$ cat config.mk
export PLATFORM = sky130hd
export DESIGN_NAME = html_entity_stream_decoder_top
export DESIGN_NICKNAME = d
export VERILOG_FILES = /design/src/rtl/hde_pkg.sv /design/src/rtl/hde_front.sv /design/src/rtl/hde_cmd_fifo.sv /design/src/rtl/hde_back.sv /design/src/rtl/html_entity_stream_decoder_top.sv
export SDC_FILE = /design/constraint.sdc
export NUM_CORES = 1
export LEC_CHECK = 0
export ABC_CLOCK_PERIOD_IN_PS = 11100
export BUFFER_PORTS_ARGS = -buffer_cell sky130_fd_sc_hd__buf_2
export CORE_ASPECT_RATIO = 1.75
export CORE_MARGIN = 1.5
export CORE_UTILIZATION = 41
export CTS_CLUSTER_SIZE = 10
export DETAILED_ROUTE_END_ITERATION = 7
export PLACE_DENSITY_LB_ADDON = 0.2
export SYNTH_ARGS = -nofsm -noshare
export SYNTH_HDL_FRONTEND = slang
export SYNTH_HIERARCHICAL = 1
export SYNTH_SLANG_ARGS = --single-unit
$ cat constraint.sdc
create_clock -name clk -period 11.1 [get_ports clk]
set_clock_uncertainty 0.05 [all_clocks]
set_input_delay 1.665 -clock clk [delete_from_list [all_inputs] [get_ports clk]]
set_output_delay 1.665 -clock clk [all_outputs]
set_load 0.03 [all_outputs]
$ cat src/rtl/hde_pkg.sv
// Shared types, constants and entity tables for the HTML entity stream decoder.
// No dependencies; every other file in rtl/ imports this package.
`default_nettype none

package hde_pkg;

	localparam int ENT_COUNT   = 5;
	localparam int ENT_MAX_LEN = 6;
	localparam int PEND_DEPTH  = ENT_MAX_LEN - 1;
	localparam int RUN_MAX     = PEND_DEPTH + 1;
	localparam int CMDQ_DEPTH  = 4;
	localparam int CNT_W       = $clog2(RUN_MAX + 1);
	localparam int PIDX_W      = $clog2(PEND_DEPTH);

	localparam logic [7:0] AMP_CHAR = 8'h26;

	typedef logic [CNT_W-1:0]  cnt_t;
	typedef logic [PIDX_W-1:0] pidx_t;
	typedef logic [2:0]        ent_idx_t;

	typedef struct packed {
		logic [7:0] in_byte;
		logic       end_of_text;
	} in_word_t;

	typedef struct packed {
		logic [7:0] out_byte;
		logic       last_of_run;
	} out_word_t;

	// One decoded run: run[0] goes out first, len bytes in total.
	typedef struct packed {
		logic [RUN_MAX-1:0][7:0] run;
		cnt_t                    len;
	} cmd_t;

	// Entity text, first character in the top byte, padded with zeros.
	function automatic logic [ENT_MAX_LEN*8-1:0] ent_text(input ent_idx_t e);
		case (e)
			3'd0:    ent_text = "&quot;";
			3'd1:    ent_text = "&apos;";
			3'd2:    ent_text = {"&lt;", 16'h0000};
			3'd3:    ent_text = {"&gt;", 16'h0000};
			3'd4:    ent_text = {"&amp;", 8'h00};
			default: ent_text = '0;
		endcase
	endfunction

	function automatic cnt_t ent_len(input ent_idx_t e);
		case (e)
			3'd0:    ent_len = cnt_t'(6);
			3'd1:    ent_len = cnt_t'(6);
			3'd2:    ent_len = cnt_t'(4);
			3'd3:    ent_len = cnt_t'(4);
			3'd4:    ent_len = cnt_t'(5);
			default: ent_len = '0;
		endcase
	endfunction

	function automatic logic [7:0] ent_sym(input ent_idx_t e);
		case (e)
			3'd0:    ent_sym = 8'h22;
			3'd1:    ent_sym = 8'h27;
			3'd2:    ent_sym = 8'h3C;
			3'd3:    ent_sym = 8'h3E;
			3'd4:    ent_sym = 8'h26;
			default: ent_sym = 8'h00;
		endcase
	endfunction

	function automatic logic [7:0] ent_char(input ent_idx_t e, input cnt_t k);
		logic [ENT_MAX_LEN*8-1:0] t;
		t = ent_text(e);
		if (int'(k) < ENT_MAX_LEN) begin
			ent_char = t[8*(ENT_MAX_LEN-1-int'(k)) +: 8];
		end else begin
			ent_char = 8'h00;
		end
	endfunction

endpackage

`default_nettype wire

$ cat src/rtl/hde_front.sv
// Front end: holds the pending entity prefix, matches each byte and builds a run.
// Depends on hde_pkg.
`default_nettype none

module hde_front
	import hde_pkg::*;
(
	input  wire       clk,
	input  wire       arst_n,
	input  wire       take,
	input  in_word_t  in_word,
	output logic      cmd_push,
	output cmd_t      cmd
);

	logic [PEND_DEPTH-1:0][7:0] pend_q;
	cnt_t                       pend_cnt_q;

	logic [ENT_COUNT-1:0] hit;
	logic                 full_hit;
	logic                 prefix_hit;
	logic                 hold_amp;
	logic [7:0]           sym;
	logic [7:0]           b;
	logic                 eot;
	cnt_t                 nxt_cnt;
	logic                 wr_en;
	pidx_t                wr_idx;

	assign b   = in_word.in_byte;
	assign eot = in_word.end_of_text;

	// Match the held prefix plus the new byte against every entity.
	always_comb begin
		hit        = '0;
		full_hit   = 1'b0;
		prefix_hit = 1'b0;
		sym        = 8'h00;
		for (int e = 0; e < ENT_COUNT; e++) begin
			hit[e] = (pend_cnt_q != '0) && (pend_cnt_q < ent_len(ent_idx_t'(e)))
				&& (ent_char(ent_idx_t'(e), pend_cnt_q) == b);
			for (int k = 0; k < PEND_DEPTH; k++) begin
				if ((cnt_t'(k) < pend_cnt_q) && (ent_char(ent_idx_t'(e), cnt_t'(k)) != pend_q[k])) begin
					hit[e] = 1'b0;
				end
			end
			if (hit[e]) begin
				if (pend_cnt_q + cnt_t'(1) == ent_len(ent_idx_t'(e))) begin
					full_hit = 1'b1;
					sym      = ent_sym(ent_idx_t'(e));
				end else begin
					prefix_hit = 1'b1;
				end
			end
		end
	end

	// Build the run: held bytes in order, then the new byte, or the entity's symbol on a full match.
	always_comb begin
		for (int i = 0; i < PEND_DEPTH; i++) begin
			cmd.run[i] = (cnt_t'(i) < pend_cnt_q) ? pend_q[i] : b;
		end
		cmd.run[RUN_MAX-1] = b;
		hold_amp = 1'b0;
		wr_en    = 1'b0;
		wr_idx   = pidx_t'(pend_cnt_q);
		if (full_hit) begin
			cmd.run[0] = sym;
			cmd.len    = cnt_t'(1);
			nxt_cnt    = '0;
		end else if (prefix_hit) begin
			if (eot) begin
				cmd.len = pend_cnt_q + cnt_t'(1);
				nxt_cnt = '0;
			end else begin
				cmd.len = '0;
				wr_en   = 1'b1;
				nxt_cnt = pend_cnt_q + cnt_t'(1);
			end
		end else begin
			hold_amp = (b == AMP_CHAR) && !eot;
			cmd.len  = pend_cnt_q + cnt_t'(!hold_amp);
			nxt_cnt  = hold_amp ? cnt_t'(1) : '0;
			wr_en    = hold_amp;
			wr_idx   = '0;
		end
	end

	assign cmd_push = take && (cmd.len != '0);

	always_ff @(posedge clk or negedge arst_n) begin
		if (!arst_n) begin
			pend_cnt_q <= '0;
		end else if (take) begin
			pend_cnt_q <= nxt_cnt;
		end
	end

	always_ff @(posedge clk) begin
		if (take && wr_en) begin
			pend_q[wr_idx] <= b;
		end
	end

endmodule

`default_nettype wire

$ cat src/rtl/hde_cmd_fifo.sv
// Short run queue between the front end and the serializer.
// Depends on hde_pkg.
`default_nettype none

module hde_cmd_fifo
	import hde_pkg::*;
#(
	parameter int DEPTH = CMDQ_DEPTH
)
(
	input  wire   clk,
	input  wire   arst_n,
	input  wire   wr,
	input  cmd_t  wr_data,
	output logic  full,
	input  wire   rd,
	output cmd_t  rd_data,
	output logic  empty
);

	localparam int PTR_W = $clog2(DEPTH);
	localparam int QCNT_W = $clog2(DEPTH + 1);

	cmd_t              mem_q [DEPTH];
	logic [PTR_W-1:0]  wr_ptr_q;
	logic [PTR_W-1:0]  rd_ptr_q;
	logic [QCNT_W-1:0] cnt_q;
	logic              do_wr;
	logic              do_rd;

	assign full    = (cnt_q == QCNT_W'(DEPTH));
	assign empty   = (cnt_q == '0);
	assign do_wr   = wr && !full;
	assign do_rd   = rd && !empty;
	assign rd_data = mem_q[rd_ptr_q];

	always_ff @(posedge clk or negedge arst_n) begin
		if (!arst_n) begin
			wr_ptr_q <= '0;
			rd_ptr_q <= '0;
			cnt_q    <= '0;
		end else begin
			if (do_wr) begin
				wr_ptr_q <= (wr_ptr_q == PTR_W'(DEPTH - 1)) ? '0 : wr_ptr_q + PTR_W'(1);
			end
			if (do_rd) begin
				rd_ptr_q <= (rd_ptr_q == PTR_W'(DEPTH - 1)) ? '0 : rd_ptr_q + PTR_W'(1);
			end
			if (do_wr && !do_rd) begin
				cnt_q <= cnt_q + QCNT_W'(1);
			end else if (do_rd && !do_wr) begin
				cnt_q <= cnt_q - QCNT_W'(1);
			end
		end
	end

	always_ff @(posedge clk) begin
		if (do_wr) begin
			mem_q[wr_ptr_q] <= wr_data;
		end
	end

endmodule

`default_nettype wire

$ cat src/rtl/hde_back.sv
// Back end: takes one run from the queue and hands it out a word per pop.
// Depends on hde_pkg.
`default_nettype none

module hde_back
	import hde_pkg::*;
(
	input  wire        clk,
	input  wire        arst_n,
	input  wire        q_empty,
	input  cmd_t       q_data,
	output logic       q_pop,
	output logic       empty,
	input  wire        pop,
	output out_word_t  out_word
);

	logic [RUN_MAX-1:0][7:0] run_q;
	cnt_t                    left_q;
	logic                    busy;
	logic                    done;

	assign busy  = (left_q != '0);
	assign empty = !busy;
	assign done  = !busy || (pop && left_q == cnt_t'(1));
	assign q_pop = done && !q_empty;

	assign out_word.out_byte    = run_q[0];
	assign out_word.last_of_run = (left_q == cnt_t'(1));

	always_ff @(posedge clk or negedge arst_n) begin
		if (!arst_n) begin
			left_q <= '0;
		end else if (q_pop) begin
			left_q <= q_data.len;
		end else if (done) begin
			left_q <= '0;
		end else if (pop) begin
			left_q <= left_q - cnt_t'(1);
		end
	end

	// Advance the run one byte per pop, reload when it is used up.
	always_ff @(posedge clk) begin
		if (q_pop) begin
			run_q <= q_data.run;
		end else if (pop && busy) begin
			run_q <= run_q >> 8;
		end
	end

endmodule

`default_nettype wire

$ cat src/rtl/html_entity_stream_decoder_top.sv
// Top level of the HTML entity stream decoder.
// Depends on hde_pkg, hde_front, hde_cmd_fifo and hde_back.
//
// Input: drive in_word (one text byte plus end_of_text) and raise push; a word
//   is taken at a rising edge with push high and full low.
// Output: while empty is low, out_word holds the oldest decoded byte; raise pop
//   to take it. last_of_run marks the final byte produced by one input word.
// The named entities quot, apos, lt, gt and amp collapse to one character.
//   Bytes that may still form an entity are held; a broken match releases them
//   unchanged, and end_of_text flushes them.
// A word that produces output is written to the run queue at the edge
//   that takes it and loaded into the serializer once the run before it has
//   been handed out; from then it is on out_word.
// Throughput: one input word per cycle while the run queue has room; output one
//   byte per cycle while pop is high, up to six bytes for one input word.
//   Held-only words queue no run. QUEUE_DEPTH (four by default) runs absorb bursts.
// Reset: arst_n clears the held count, the queue and the serializer; empty goes
//   high and full low. Stall: with pop low the current byte holds, the queue
//   fills and full rises; no word is lost or duplicated.
`default_nettype none

module html_entity_stream_decoder_top
	import hde_pkg::*;
#(
	parameter int QUEUE_DEPTH = CMDQ_DEPTH
)
(
	input  wire        clk,
	input  wire        arst_n,
	input  wire        push,
	output logic       full,
	input  in_word_t   in_word,
	output logic       empty,
	input  wire        pop,
	output out_word_t  out_word
);

	logic take;
	logic cmd_push;
	cmd_t cmd;
	logic q_full;
	logic q_empty;
	logic q_pop;
	cmd_t q_data;

	// Accept input only while the run queue can take one more run.
	assign full = q_full;
	assign take = push && !q_full;

	hde_front u_front (
		.clk      (clk),
		.arst_n   (arst_n),
		.take     (take),
		.in_word  (in_word),
		.cmd_push (cmd_push),
		.cmd      (cmd)
	);

	hde_cmd_fifo #(
		.DEPTH (QUEUE_DEPTH)
	) u_cmdq (
		.clk     (clk),
		.arst_n  (arst_n),
		.wr      (cmd_push),
		.wr_data (cmd),
		.full    (q_full),
		.rd      (q_pop),
		.rd_data (q_data),
		.empty   (q_empty)
	);

	hde_back u_back (
		.clk      (clk),
		.arst_n   (arst_n),
		.q_empty  (q_empty),
		.q_data   (q_data),
		.q_pop    (q_pop),
		.empty    (empty),
		.pop      (pop),
		.out_word (out_word)
	);

endmodule

`default_nettype wire

==> qor.csv, run 1 <==
metric,value,unit
fin crit period,6.19,ns
final hold vios,0,
worst-margin pin slew,1.02,ns
"FF+latch count, synth",305,
"Cell Chain, Critical Path",buf_4 > clkinv_1 > ha_1 > or3b_1 > nor2_1 > xor2_1 > or2_0 > or4_1 > o221a_2 > mux2_1 > a21oi_1 > nor2b_1 > and2_2 > buf_4,
Area contributors post-synth,"edfxtp_1 62%, mux4_2 8.1%, mux2_4 4.5%, dfrtp_1 2.3%, ha_1 1.9%",
PwrDens,238,nW/um^2
Placer Congestion,0.858,
TritonCTS clock tree,built,
Worst-Skew Late Latency,0.52,ns
Yosys top cell area share,0.620,
Synth Flop Type,edfxtp_1,
Mapped Cells,856,
GR met1 Demand/Resource,0.218,
top cell type by total area after synthesis,edfxtp_1,
met3 usage,0.0198,
Fill cells,3005,
DR WL/cell,22.8,um
share of synthesized registers carrying an async set or reset,0.0426,
first-pass GRT wire length,46900,um
root buf cell,clkbuf_16,
FMAX,0.162,GHz
Hold WC Path Type,reg -> reg,
die area,35700,sq um
All-Layer GR Usage,0.176,
vias in the first global route,7617,
crit-path max cell delay,0.87,ns
Initial Util,0.418,
Final Cell Area,15400,sq um
Global Route met2 Usage,0.306,
placed insts,1277,
Netlist cell types,92,
"Reg clk slew, reported paths",0.06,ns
Rel. slew slack,0.312,
chip height,249,um
Area Growth Syn to Fin,9.13,%
Detail Placement HPWL,19000,um
initial antenna violation count,0,
critical path class,reg -> reg,
row count,89,
endpoint class of the critical path,flip-flop,
worst path buffer plus inverter count,3,
DP Area,14500,sq um
pre-CTS setup slack,4.93,ns
clock sink count,305,
Max Cap Viol,0,
initial drt markers,572,
unrepaired setup endpoints after global routing,no,
count of nets after finishing,896,
setup tns final,0,ns
share of cells above drive strength 1,0.267,
Synth Cell Area,14200,sq um
GRT Residual Overflow,0,
router iterations before antenna repair,5,
Top Ports,24,
Peak supply drop,0.157,mV
htree depth,2,
CP arrival,6.27,ns
Final Cycle Share,0.558,
Finish-stage setup viols,0,
Finished Layout Cells,1323,
I/O Buffers,23,
Total Routed Length,30200,um
CP most frequent cell,buf_4,
Resized Gates After CTS,0,
worst-path fanout max,51,
DRC Markers,0,
Top Usage Layer GRT,met2,
Routed Antenna Nets,0,
Syn. warnings,6,
vias,7376,
average size of a mapped cell,16.5,sq um
Startpoint Class,flip-flop,
clk buf depth,3,
leakage,5.30,nW
worst setup margin,4.91,ns
Inserted Clock Buffers,36,
Hold Buf Count CTS,0,
# diodes,0,
syn_nets,892,
largest net degree at the start of global routing,52,
Post-synth EDFFs,292,
worst path required time,11.18,ns
outcome,"complete, no violations",
largest delay contributor family on the critical path,simple AND/OR/NAND/NOR gates,
fin. max-slew vios,0,
Post-CTS Setup Repair Bufs,0,
core area,33900,sq um
Via density,5.58,
Final Hold Slack,0.474,ns
slowest CP cell,ha_1,
Die Width,143,um
sequential-to-total area share from yosys stat,0.643,
-- per-stage QoR --
stage	utilization	total power [W]
global route	0.456	0.00386
finish	0.456	0.00368
floorplan	-	0.00253
detailed placement	0.427	0.00271
global placement	0.427	0.00270
CTS	0.456	0.00375
-- Yosys cell counts, types with 3 or more instances --
library cell / instances
a211oi_1: 7
a21o_1: 7
a21oi_1: 20
a31o_2: 4
and2_1: 13
and3_1: 3
and3b_1: 3
buf_1: 3
buf_12: 4
buf_2: 22
buf_4: 21
buf_6: 6
clkbuf_1: 12
dfrtp_1: 13
edfxtp_1: 292
ha_1: 22
inv_1: 19
mux2_2: 23
mux2_4: 42
mux2i_1: 7
mux4_2: 51
nand2_1: 45
nand2b_1: 10
nand3_1: 11
nand3b_1: 4
nand4_1: 4
nor2_1: 22
nor2b_1: 6
nor3_1: 11
nor4_1: 10
nor4b_1: 9
nor4bb_1: 4
o211ai_1: 3
o21ai_0: 22
o22ai_1: 3
o32ai_1: 4
or3_1: 7
or3b_2: 5
or4b_2: 3
xor2_1: 8
-- placed cells by master, fill, tap and decap left out, drive strengths merged, types with 4 or more instances in the layout --
master	instances
edfxtp	292
mux2	66
mux4	51
nand2	45
clkbuf	43
buf	35
o21ai	24
ha	22
nor2	22
inv	22
a21oi	21
nor3	13
dfrtp	13
nor4	13
and2	13
nand3	11
nand2b	10
nor4b	9
xor2	8
or3	8
a21o	7
mux2i	7
a211oi	7
nor2b	7
or3b	7
or4b	5
nor4bb	4
a31o	4
nand4	4
nand3b	4
o32ai	4
-- worst reg2reg max path, stage by stage (launching register included) --
cell and delay, ns:
dfrtp_1 0.32, buf_4 0.37, clkinv_1 0.48, ha_1 0.87
or3b_1 0.53, nor2_1 0.16, xor2_1 0.09, or2_0 0.23
or4_1 0.52, o221a_2 0.34, mux2_1 0.32, a21oi_1 0.14
nor2b_1 0.46, and2_2 0.23, buf_4 0.63
-- registers in the layout, summed over array words and instances (netlist names) --
register,count
u_front/pend_cnt_q,3
u_cmdq/cnt_q,3
u_cmdq/wr_ptr_q,2
u_back/run_q,40
u_cmdq/rd_ptr_q,2
u_cmdq/mem_q,204
u_back/out_word,8
u_back/left_q,3
u_front/pend_q,40
-- where the power goes --
| part | leakage (nW) | switching [W] | total [W] | internal [W] |
|---|---|---|---|---|
| Combinational | 1.96 | 0.000477 | 0.000949 | 0.000472 |
| Sequential | 2.85 | 0.0000976 | 0.00170 | 0.00160 |
| Clock | 0.482 | 0.000427 | 0.00103 | 0.000602 |
-- area by class of cell --
type                    count  area [sq um]  area share
clock buffers              43           958      0.0620
clock inverters             3          22.5     0.00146
inverters                  21          78.8     0.00510
multi-input cells         461          4510       0.292
flip-flops and latches    305          9100       0.589
well taps                 455           569      0.0369
repair buffers             35           205      0.0133
-- worst paths after layout --
path	from	to	slack [ns]	cells after the start
min in group asynchronous	arst_n	u_front/pend_cnt_q[2]	0.99	1
worst min-delay path	u_cmdq/cnt_q[2]	u_cmdq/cnt_q[2]	0.47	1
max in group asynchronous	arst_n	u_cmdq/rd_ptr_q[0]	9.73	1
worst max register to register	u_front/pend_cnt_q[2]	u_cmdq/mem_q[3][48]	4.91	14
worst min register to register	u_cmdq/cnt_q[2]	u_cmdq/cnt_q[2]	0.47	1
worst max-delay path	u_front/pend_cnt_q[2]	u_cmdq/mem_q[3][48]	4.91	14
-- cells by family after synthesis --
family	synth area share
simple gates	0.0873
fa+ha+maj	0.0209
compound gates	0.0536
mux	0.150
flops	0.643
xor+xnor	0.00619
buf+inv	0.0399
-- per-layer routing --
metal / routed length [um] / vias to the layer above
met2: 16000 / 160
met5: 0 / -
met3: 851 / 70
met1: 12300 / 3780
met4: 1110 / 0
li1: - / 3366
(Power assumes the default switching activity.)
==> run 2: changes to the inputs <==
Settings changed: ABC_CLOCK_PERIOD_IN_PS 11100 to 5960.
Clock period 11.1 ns to 5.96 ns, I/O delays scaled along.
==> qor.csv, run 2 (same netlist as run 1, synthesis figures left out) <==
metric,value,unit
outcome,"complete, no violations",
Seq pwr share,0.462,
Die Width,143,um
I/O Buffers,23,
Peak supply drop,0.288,mV
Routed Antenna Nets,0,
worst-path fanout max,16,
All-Layer GR Usage,0.181,
final hold vios,0,
fin crit period,5.19,ns
most frequent cells in the layout,"292 x edfxtp_1, 51 x mux4_2, 45 x nand2_1",
largest net degree at the start of global routing,52,
clk buf depth,3,
Post-CTS Setup Repair Bufs,0,
DRC Markers,0,
die area,35700,sq um
Total Routed Length,31100,um
Hold Buf Count CTS,0,
leakage,5.36,nW
initial antenna violation count,0,
Top Ports,24,
slowest CP cell,or3b_1,
FMAX,0.193,GHz
combinational share of power,0.261,
worst setup margin,0.774,ns
"commonest non-fill, non-tap cell in the layout",edfxtp_1,
Inserted Clock Buffers,36,
Worst-Skew Late Latency,0.53,ns
Top Registers,"u_cmdq/mem_q: 204 flops, u_back/run_q: 40 flops, u_front/pend_q: 40 flops",
Finish-stage setup viols,0,
PwrDens,442,nW/um^2
core area,33900,sq um
CP most frequent cell,xor2_1,
row count,89,
Area Growth Syn to Fin,10.1,%
Switch Pwr,0.00188,W
GRT Residual Overflow,0,
"Cell Chain, Critical Path",buf_4 > ha_1 > or3b_1 > nor2_1 > xor2_1 > or2_0 > or4_1 > o221a_2 > mux2_1 > a21oi_1 > nor2b_1 > ha_1 > inv_1 > fa_1 > xor2_1 > nor2_1 > xor2_1,
total chip power,0.00688,W
CP endpoint,u_cmdq/cnt_q[2],
Biggest register,u_cmdq/mem_q,
Clk pwr share,0.277,
unrepaired setup endpoints after global routing,no,
root buf cell,clkbuf_16,
DR WL/cell,23.2,um
FF-to-FF path depth,17,
CP arrival,5.59,ns
first-pass GRT wire length,47900,um
Final Cycle Share,0.870,
worst reg2reg setup slack,0.77,ns
Rel. slew slack,0.387,
router iterations before antenna repair,4,
cell-internal power,0.00500,W
"Reg clk slew, reported paths",0.06,ns
worst-margin pin slew,0.912,ns
share of cells above drive strength 1,0.275,
setup tns final,0,ns
max reg flops,204,
switching part of the total power,0.273,
RR Startpoint,u_front/pend_cnt_q[1],
Via density,5.52,
worst path required time,6.37,ns
TritonCTS clock tree,built,
vias in the first global route,7815,
Worst Setup SP,u_front/pend_cnt_q[1],
Max Cap Viol,0,
vias,7392,
Startpoint Class,flip-flop,
Detail Placement HPWL,19900,um
initial drt markers,568,
pre-CTS setup slack,0.782,ns
Initial Util,0.418,
chip height,249,um
Placer Congestion,0.906,
Hold WC Path Type,in -> async,
count of nets after finishing,908,
crit-path max cell delay,0.56,ns
critical path class,reg -> reg,
endpoint class of the critical path,flip-flop,
# diodes,0,
clock sink count,305,
htree depth,2,
Resized Gates After CTS,0,
fin. max-slew vios,0,
reg2reg end,u_cmdq/cnt_q[2],
## run 2: cell count changes in the layout (fill, tap and decap cells not counted)
cell	change
buf_12	+4
buf_4	+8
clkbuf_1	+4
clkbuf_8	-1
## run 2: per-layer routing
metal | up-vias | part of all wire | routed length [um] | track usage
li1 | 3398 | - | - | -
met1 | 3766 | 0.40 | 12300 | 0.220
met3 | 61 | 0.035 | 1080 | 0.0254
met5 | - | 0 | 0 | 0
met2 | 167 | 0.53 | 16400 | 0.312
met4 | 0 | 0.043 | 1330 | 0.0875
## run 2: critical path, delay by kind of cell (launching register included)
kind | cells | cell delay, ns
AND/OR/NAND/NOR | 6 | 2.11
adder cells (fa/ha/maj) | 3 | 1.03
AO/OA/AOI/OAI | 2 | 0.48
flip-flops | 1 | 0.45
XOR/XNOR | 3 | 0.39
multiplexers | 1 | 0.32
buffers and inverters | 2 | 0.30
## run 2: worst min path at each step
stage	startpoint	endpoint	slack, ns	cells past startpoint
floorplan	u_cmdq/cnt_q[2]	u_cmdq/cnt_q[2]	0.44	1
global placement	u_cmdq/rd_ptr_q[1]	u_cmdq/rd_ptr_q[1]	0.47	1
detailed placement	u_cmdq/rd_ptr_q[1]	u_cmdq/rd_ptr_q[1]	0.48	1
CTS	arst_n	u_back/left_q[0]	0.21	1
global route	arst_n	u_cmdq/cnt_q[2]	0.22	1
finish	arst_n	u_back/left_q[0]	0.22	1
## run 2: power by group through the flow
stage,registers [W],clock network [W],logic [W]
finish,0.00318,0.00191,0.00180
global route,0.00324,0.00203,0.00195
CTS,0.00320,0.00196,0.00185
detailed placement,0.00324,0,0.00185
global placement,0.00323,0,0.00184
floorplan,0.00313,0,0.00157
## run 2: final cells by class
type | instances | area [sq um]
clock buffer | 46 | 960
clock inverter | 3 | 22.5
fill | 2934 | 18300
inverter | 21 | 78.8
multi-input combinational | 461 | 4510
sequential | 305 | 9100
tap | 455 | 569
timing repair buffer | 47 | 345
## run 2: through the flow
stage	instance area [sq um]	hold WS, ns	instances	util
floorplan	14200	0.443	856	-
global placement	14600	0.468	1289	0.431
detailed placement	14600	0.477	1289	0.431
CTS	15600	0.212	1338	0.460
global route	15600	0.216	1338	0.460
finish	15600	0.220	1338	0.460
==> run 3: changes to the inputs <==
Settings changed: ABC_AREA set to 1.
==> qor.csv, run 3 <==
metric,value,unit
outcome,"complete, no violations",
Routed Antenna Nets,0,
placed insts,1978,
root buf cell,clkbuf_16,
Final Hold Slack,0.249,ns
worst-margin pin slew,0.991,ns
CP most frequent cell,nand2_1,
"count leader, synth",nand2_1,
Initial Util,0.416,
final hold vios,0,
PwrDens,432,nW/um^2
fin crit period,4.84,ns
worst path required time,6.31,ns
Switch Pwr,0.00250,W
Final Cycle Share,0.812,
router iterations before antenna repair,5,
switching part of the total power,0.347,
count of nets after finishing,1577,
FF-to-FF path depth,22,
unrepaired setup endpoints after global routing,no,
"commonest non-fill, non-tap cell in the layout",nand2_1,
Seq pwr share,0.441,
die area,38500,sq um
Placer Congestion,0.950,
"Reg clk slew, reported paths",0.06,ns
Resized Gates After CTS,0,
Peak supply drop,0.332,mV
Hold Buf Count CTS,0,
Post-CTS Setup Repair Bufs,0,
vias,10600,
"FF+latch count, synth",305,
Finish-stage setup viols,0,
worst reg2reg setup slack,1.12,ns
Post-synth top cells,"514 x nand2_1, 292 x edfxtp_1, 202 x inv_1, 77 x nor2_1, 76 x nand3_1",
max reg flops,204,
clk buf depth,3,
Synth Cell Area,15300,sq um
DRC Markers,0,
share of synthesized registers carrying an async set or reset,0.0426,
setup tns final,0,ns
Finished Layout Cells,2030,
top cell type by total area after synthesis,edfxtp_1,
CP endpoint,u_cmdq/cnt_q[1],
Clk pwr share,0.265,
TritonCTS clock tree,built,
GRT Residual Overflow,0,
chip height,259,um
Top Registers,"u_cmdq/mem_q: 204 flops, u_back/run_q: 40 flops, u_front/pend_q: 40 flops",
Netlist cell types,42,
critical path class,reg -> reg,
"Cell Chain, Critical Path",inv_2 > ha_1 > clkinv_1 > nand2_1 > nand3_1 > nor3_2 > nand4_1 > nand3_1 > nor2_2 > nand2_1 > nor2_1 > nor2_1 > nand3_1 > nand2_1 > inv_1 > nand2_1 > inv_1 > ha_1 > inv_1 > fa_1 > nand2_1 > o21ai_0,
Top Ports,24,
first-pass GRT wire length,60500,um
syn_nets,1568,
Syn. warnings,6,
Fill cells,3544,
Via density,5.20,
Die Width,149,um
initial antenna violation count,0,
DR WL/cell,19.6,um
worst-path fanout max,15,
Post-synth EDFFs,292,
I/O Buffers,23,
most frequent cells in the layout,"514 x nand2_1, 292 x edfxtp_1, 202 x inv_1",
largest net degree at the start of global routing,148,
Rel. slew slack,0.332,
vias in the first global route,10500,
Worst-Skew Late Latency,0.52,ns
combinational share of power,0.295,
Area Growth Syn to Fin,9.12,%
CP arrival,5.19,ns
htree depth,2,
Mapped Cells,1532,
Hold WC Path Type,in -> async,
Synth Flop Type,edfxtp_1,
Total Routed Length,39900,um
leakage,6.98,nW
endpoint class of the critical path,flip-flop,
crit-path max cell delay,0.59,ns
Inserted Clock Buffers,36,
# diodes,0,
clock sink count,305,
share of cells above drive strength 1,0.125,
DP Area,15700,sq um
Biggest register,u_cmdq/mem_q,
Yosys top cell area share,0.573,
Max Cap Viol,0,
sequential-to-total area share from yosys stat,0.594,
FMAX,0.207,GHz
RR Startpoint,u_front/pend_cnt_q[1],
average size of a mapped cell,9.99,sq um
reg2reg end,u_cmdq/cnt_q[1],
core area,36800,sq um
Area contributors post-synth,"edfxtp_1 57%, nand2_1 13%, inv_1 5.0%, o211ai_2 4.2%, o211ai_1 2.6%",
initial drt markers,653,
Final Cell Area,16700,sq um
fin. max-slew vios,0,
slowest CP cell,dfrtp_1,
Worst Setup SP,u_front/pend_cnt_q[1],
Startpoint Class,flip-flop,
Detail Placement HPWL,26300,um
row count,93,
cell-internal power,0.00471,W
total chip power,0.00721,W
All-Layer GR Usage,0.212,
[run 3: cell type report]
class / instances / area [sq um] / area share
clock buffers: 48 / 946 / 0.0566
clock inverters: 4 / 33.8 / 0.00202
inverters: 219 / 827 / 0.0495
multi-input cells: 934 / 4860 / 0.291
flip-flops and latches: 305 / 9100 / 0.545
well taps: 475 / 594 / 0.0356
repair buffers: 45 / 343 / 0.0205
[run 3: routing by layer]
metal / part of all wire / GRT usage
met1: 0.38 / 0.234
met2: 0.53 / 0.389
met3: 0.039 / 0.0248
met4: 0.056 / 0.117
met5: 0 / 0
[run 3: worst min-delay path by stage]
stage / from / end / cells after the start
floorplan: u_cmdq/cnt_q[2] / u_cmdq/cnt_q[2] / 2
global placement: u_cmdq/cnt_q[2] / u_cmdq/cnt_q[2] / 2
detailed placement: u_cmdq/cnt_q[2] / u_cmdq/cnt_q[2] / 2
CTS: arst_n / u_cmdq/cnt_q[0] / 1
global route: arst_n / u_cmdq/cnt_q[1] / 1
finish: arst_n / u_cmdq/cnt_q[1] / 1
[run 3: logic make-up after synthesis]
| family | Yosys count | synth area share |
|---|---|---|
| AOI/OAI and AO/OA | 171 | 0.0913 |
| xor gates and xnor gates | 3 | 0.00172 |
| adders and majority gates | 23 | 0.0193 |
| buffers and inverters | 293 | 0.0911 |
| DFF | 305 | 0.594 |
| and+or+nand+nor | 737 | 0.202 |
[run 3: through the flow]
step | worst slack [ns] | utilization
6_report | 1.12 | 0.454
2_1_floorplan | 0.636 | -
4_1_cts | 1.10 | 0.454
3_3_place_gp | 1.24 | 0.428
5_1_grt | 0.574 | 0.454
3_5_place_dp | 1.11 | 0.428
[run 3: power by group through the flow]
stage	logic (W)	clock network, W	registers (W)
after floorplan	0.00177	0	0.00315
after global placement	0.00216	0	0.00321
after detailed placement	0.00218	0	0.00323
after CTS	0.00218	0.00196	0.00319
after global routing	0.00239	0.00203	0.00323
final	0.00212	0.00191	0.00318
[run 3: worst max-delay path, delay by kind of cell, from the launching register on]
family / cells / cell delay [ns]
AOI/OAI and AO/OA: 1 / 0.07
adders and majority gates: 3 / 1.14
buffers and inverters: 5 / 0.91
DFF: 1 / 0.59
and+or+nand+nor: 13 / 1.96
